`config.mk`:
```
export PLATFORM = sky130hd
export DESIGN_NAME = aht_ram
export DESIGN_NICKNAME = d
export VERILOG_FILES = /design/src/hw/rtl/aht_ram.sv
export SDC_FILE = /design/constraint.sdc
export NUM_CORES = 1
export LEC_CHECK = 0
export BUFFER_PORTS_ARGS = -buffer_cell sky130_fd_sc_hd__buf_2
export CAP_MARGIN = 20
export CORE_ASPECT_RATIO = 0.7
export CORE_MARGIN = 3
export CORE_UTILIZATION = 60
export DETAILED_ROUTE_END_ITERATION = 16
export PLACE_DENSITY = 0.78
export SYNTH_ARGS = -nofsm -noshare
export SYNTH_HDL_FRONTEND = slang
export SYNTH_SLANG_ARGS = --single-unit
```
`constraint.sdc`:
```
create_clock -name clk -period 4.9 [get_ports clk]
set_input_delay 0.49 -clock clk [delete_from_list [all_inputs] [get_ports clk]]
set_output_delay 0.49 -clock clk [all_outputs]
set_load 0.01 [all_outputs]
```
`src/hw/rtl/aht_ram.sv`:
```
// Generic single-write, single-read RAM with a registered read port.
module aht_ram #(
  parameter int unsigned WIDTH = 8,
  parameter int unsigned DEPTH = 16
) (
  input  logic                     clk,
  input  logic                     we,
  input  logic [$clog2(DEPTH)-1:0] waddr,
  input  logic [WIDTH-1:0]         wdata,
  input  logic [$clog2(DEPTH)-1:0] raddr,
  output logic [WIDTH-1:0]         rdata
);

  logic [WIDTH-1:0] mem [DEPTH];

  // Write port.
  always_ff @(posedge clk) begin
    if (we) begin
      mem[waddr] <= wdata;
    end
  end

  // Read port, registered.
  always_ff @(posedge clk) begin
    rdata <= mem[raddr];
  end

endmodule

```
==> reports/metrics.csv, run 1 <==
metric;value;unit
status;complete, no violations;
fin_crit_sh;37.3;%
root_buffer;clkbuf_16;
critical-path-slowest-cell;mux4_1;
hold_viol;0;
crit_required;5.19;ns
vdd_ir_drop_max;333;uV
drtPass1Iterations;5;
holdWs;0.466;ns
viasPerCell;6.25;
final_nets;285;
final_cells;380;
setup.worst_path.end_class;flip-flop;
synth_edf_count;128;
wl;9370;um
gp_congestion;0.800;
path_clk_slew;0.05;ns
wire_per_inst;24.7;um
antenna_found_initial;1;
fp.coreArea;8110;um^2
skew;0.00474;ns
netlist_instances;229;
cp-start-kind;input pin;
num_antenna_cells;0;
synth-seq-area-share;77.8;%
fin_ws;3.07;ns
cpPeakStageDelay;0.59;ns
leakagePower;0.00199;uW
synth_nets;247;
cts_hold_buf;0;
hold_path_class;in2reg;
grt_max_degree;33;
grt_pass1_vias;2510;
total_power;2580;uW
io_buffers;25;
async_flop_share;0;%
worst_pin_slew;1.01;ns
p_per_area;437;nW/um^2
pin_count;26;
die_y;83.5;um
cp_max_fo;17;
clockBufferDepth;2;
cts_setup_buffers;0;
fmax;547;MHz
synthesis.area;5150;um^2
via_count;2374;
period_needed;1.83;ns
synth_flop_cell;edfxtp_1;
clk_latency;0.41;ns
grt.overflow.total;0;
clock-sinks;136;
grt_usage;21.3;%
yosysWarningCount;0;
setup_viol;0;
cts_tree;done;
htreeDepth;4;
dr.first_iter.drc_count;235;
crit_type;in2reg;
synth.avg_cell_area;22.5;um^2
fill_cells;453;
die_w;117;um
worstPathCellList;buf_2 -> buf_16 -> mux4_1 -> a22oi_1 -> nand2_1;
slew_headroom;32.4;%
ys_ff_latch;136;
ant_nets;0;
hpwl;5540;um
cts_resized;0;
cts_buffers;17;
rows;27;
syn2layout_area_growth;14.7;%
synth_cell_types;19;
slew_violations;0;
drc;0;
grt_pass1_wl;14400;um
dieArea;9740;um^2
rsz0062_at_grt;no;
worstPathArrival;2.12;ns
place_inst;348;
start_util;63.5;%
setup_tns;0;ns
dpl_worst_slack;2.44;ns
maxCapViolations;0;
drive_gt1_share;25.8;%
[stage by stage]
step,utilization [%],instance area (um^2)
final,72.8,5900
after global routing,72.8,5900
after CTS,72.5,5870
after detailed placement,65.8,5340
after floorplan,-,5150
after global placement,65.8,5330
[worst max-delay path, delay by kind of cell]
family | cells | cell delay [ns]
AO/OA/AOI/OAI | 1 | 0.26
multiplexers | 1 | 0.59
buffers and inverters | 2 | 0.67
AND/OR/NAND/NOR | 1 | 0.09
[registers in the layout, indices dropped and copies added, names as in the netlist]
name / cells
mem: 128
rdata: 8
[worst paths after layout]
kind / slack (ns) / startpoint / endpoint / cells past startpoint
worst min-delay path: 0.47 / wdata[1] / mem[13][1] / 1
worst max register to register: 3.53 / mem[1][3] / rdata[3] / 3
worst max-delay path: 3.07 / raddr[0] / rdata[5] / 5
worst min register to register: 0.68 / mem[14][7] / rdata[7] / 3
[cell usage after synthesis (2+ instances only)]
library cell     count  share of area [%]
edfxtp_1           128                 75
mux4_2              18                7.9
a22oi_1             16                2.3
mux4_1              14                7.1
nor2_1              13               0.95
nand2_1              9               0.66
dfxtp_1              8                3.1
nor3_1               4               0.39
buf_2                3               0.29
buf_6                3               0.66
clkdlybuf4s25_2      3               0.58
nand2b_1             2               0.24
nand3b_1             2               0.29
[layer usage]
metal / share of wire (%) / global-route usage, %
met1: 44 / 30.7
met4: 1.1 / 7.81
met5: 0.075 / 0
met3: 7.7 / 9.49
met2: 47 / 29.2
[layout by cell type (no fill, tap or decap)]
master | netlist | final
clkbuf_8 | 0 | 3
buf_4 | 1 | 2
nor2_1 | 13 | 13
nand2_1 | 9 | 9
clkinv_1 | 0 | 1
nand3_1 | 1 | 1
or3b_2 | 1 | 1
clkbuf_16 | 0 | 17
edfxtp_1 | 128 | 128
nand2b_1 | 2 | 2
dfxtp_1 | 8 | 8
nand3b_1 | 2 | 2
nor3_1 | 4 | 3
bufinv_16 | 0 | 1
nor2b_1 | 1 | 1
buf_2 | 3 | 26
clkinv_2 | 0 | 2
a22oi_1 | 16 | 16
mux4_1 | 14 | 14
mux4_2 | 18 | 18
and2_1 | 1 | 1
nor3_2 | 0 | 1
buf_16 | 0 | 1
and2b_1 | 1 | 1
clkbuf_1 | 0 | 7
[cell type report]
type | count | area [um^2] | area share [%]
multi-input cells | 83 | 1060 | 18.0
clock buffers | 27 | 493 | 8.35
clock inverters | 4 | 43.8 | 0.742
flip-flops and latches | 136 | 4000 | 67.8
well taps | 101 | 126 | 2.14
repair buffers | 29 | 173 | 2.93
[cell families after synthesis]
group                  Yosys count  synth area share (%)
AO/OA/AOI/OAI                   16                  2.33
buffers and inverters           10                  1.68
flip-flops                     136                  77.8
multiplexers                    32                  15.0
AND/OR/NAND/NOR                 35                  3.18
[where the power goes]
| part | total [uW] | switching, uW | internal, uW |
|---|---|---|---|
| sequential | 1310 | 7.63 | 1300 |
| combinational | 117 | 67.6 | 48.9 |
| clock | 1150 | 419 | 731 |
| total | 2580 | 495 | 2080 |
(Power assumes the default switching activity.)
==> run 2, diff against run 1 <==
==> constraint.sdc (replaced) <==
create_clock -name clk -period 1.77 [get_ports clk]
set_input_delay 0.177 -clock clk [delete_from_list [all_inputs] [get_ports clk]]
set_output_delay 0.177 -clock clk [all_outputs]
set_load 0.01 [all_outputs]
==> run 2 against run 1 <==
Compared with the run above:
- utilization rose by 2.0 points
- critical path depth fell by 2
- sequential share of layout area fell by 1.8 points
- via count rose by 4.6%
- hold slack got worse by 0.32 ns
- non-clock buffer count rose by 18
- combinational power rose to 2.9 times the previous value
==> reports/metrics.csv, run 2 (same netlist as run 1, synthesis figures left out) <==
metric;value;unit
status;complete, no violations;
dr.first_iter.drc_count;188;
final_nets;303;
htreeDepth;4;
period_needed;1.38;ns
syn2layout_area_growth;17.8;%
rsz0062_at_grt;no;
path_delay_family;multiplexers;
ant_nets;0;
reg.largest.list;mem x128, rdata x8;
worstPathArrival;1.68;ns
clockBufferDepth;2;
worstPathCellList;mux4_1 -> a22oi_1 -> nand2_1;
grt.overflow.total;0;
regMostFlops;mem;
p_per_area;1200;nW/um^2
root_buffer;clkbuf_16;
cts_resized;0;
leakagePower;0.00209;uW
crit_type;reg2reg;
cts_hold_buf;0;
wl;9640;um
cp-start-kind;flip-flop;
io_buffers;25;
path_clk_slew;0.06;ns
grt_pass1_vias;2543;
path_buf_inv;0;
worst_pin_slew;0.386;ns
maxCapViolations;0;
cts_tree;done;
dpl_worst_slack;0.143;ns
drc;0;
via_count;2484;
grt_usage;22.8;%
drive_gt1_share;31.2;%
hold_viol;0;
cts_setup_buffers;0;
slew_headroom;74.3;%
fin_crit_sh;77.8;%
clock-sinks;136;
viasPerCell;6.21;
cp_max_fo;1;
setup_viol;0;
wire_per_inst;24.1;um
hpwl;5900;um
setup.worst_path.end_class;flip-flop;
largest_reg_flops;128;
rows;27;
setup_tns;0;ns
antenna_found_initial;0;
crit_required;2.07;ns
start_util;63.5;%
mostFrequentLayoutCells;edfxtp_1, buf_2, buf_4;
cpPeakStageDelay;0.53;ns
hold_path_class;in2reg;
die_y;83.5;um
die_w;117;um
holdWs;0.146;ns
cts_buffers;17;
clk_latency;0.42;ns
drtPass1Iterations;4;
dieArea;9740;um^2
skew;0.00698;ns
vdd_ir_drop_max;715;uV
gp_congestion;0.783;
fin_ws;0.393;ns
fp.coreArea;8110;um^2
critical-path-slowest-cell;mux4_1;
pin_count;26;
fmax;726;MHz
grt_pass1_wl;15000;um
grt_max_degree;23;
slew_violations;0;
mostFrequentLayoutCell;edfxtp_1;
-- run 2: final timing paths --
path | startpoint | endpoint | cells past startpoint | slack, ns
setup / recovery | mem[1][0] | rdata[0] | 3 | 0.39
hold / removal | wdata[5] | mem[12][5] | 1 | 0.15
setup reg to reg | mem[1][0] | rdata[0] | 3 | 0.39
hold reg to reg | mem[11][4] | rdata[4] | 3 | 0.68
-- run 2: worst reg2reg max path, cell delays in order, from the launching register on --
cell and delay, ns:
edfxtp_1 0.35, mux4_1 0.53, a22oi_1 0.28, nand2_1 0.10
-- run 2: power breakdown --
group,leakage [uW],switching [uW],total [uW],internal (uW)
logic,0.000595,190,339,149
clock network,0.000270,1250,3290,2040
registers,0.00122,22.1,3620,3600
total,0.00209,1460,7250,5790
-- run 2: per-layer routing --
metal | up-vias | global-route usage (%) | routed length (um)
met1 | 1282 | 32.1 | 4040
met3 | 12 | 9.28 | 830
met4 | 0 | 9.06 | 152
li1 | 1091 | - | -
met5 | - | 0 | 0
met2 | 99 | 32.4 | 4620
-- run 2: metrics by stage --
step	std cells	util, %	area [um^2]	total power (uW)
after detailed placement	367	67.9	5500	4030
final	400	74.8	6070	7250
after floorplan	229	-	5150	3880
after global placement	367	67.9	5500	4020
after global routing	399	74.8	6060	7510
after CTS	399	74.8	6060	7330
-- run 2: layout make-up --
class / count / area (um^2)
sequential: 136 / 4000
fill: 453 / 2040
multi-input combinational: 83 / 1060
clock buffer: 17 / 425
timing repair buffer: 47 / 315
clock inverter: 15 / 135
tap: 101 / 126
antenna: 1 / 2.50
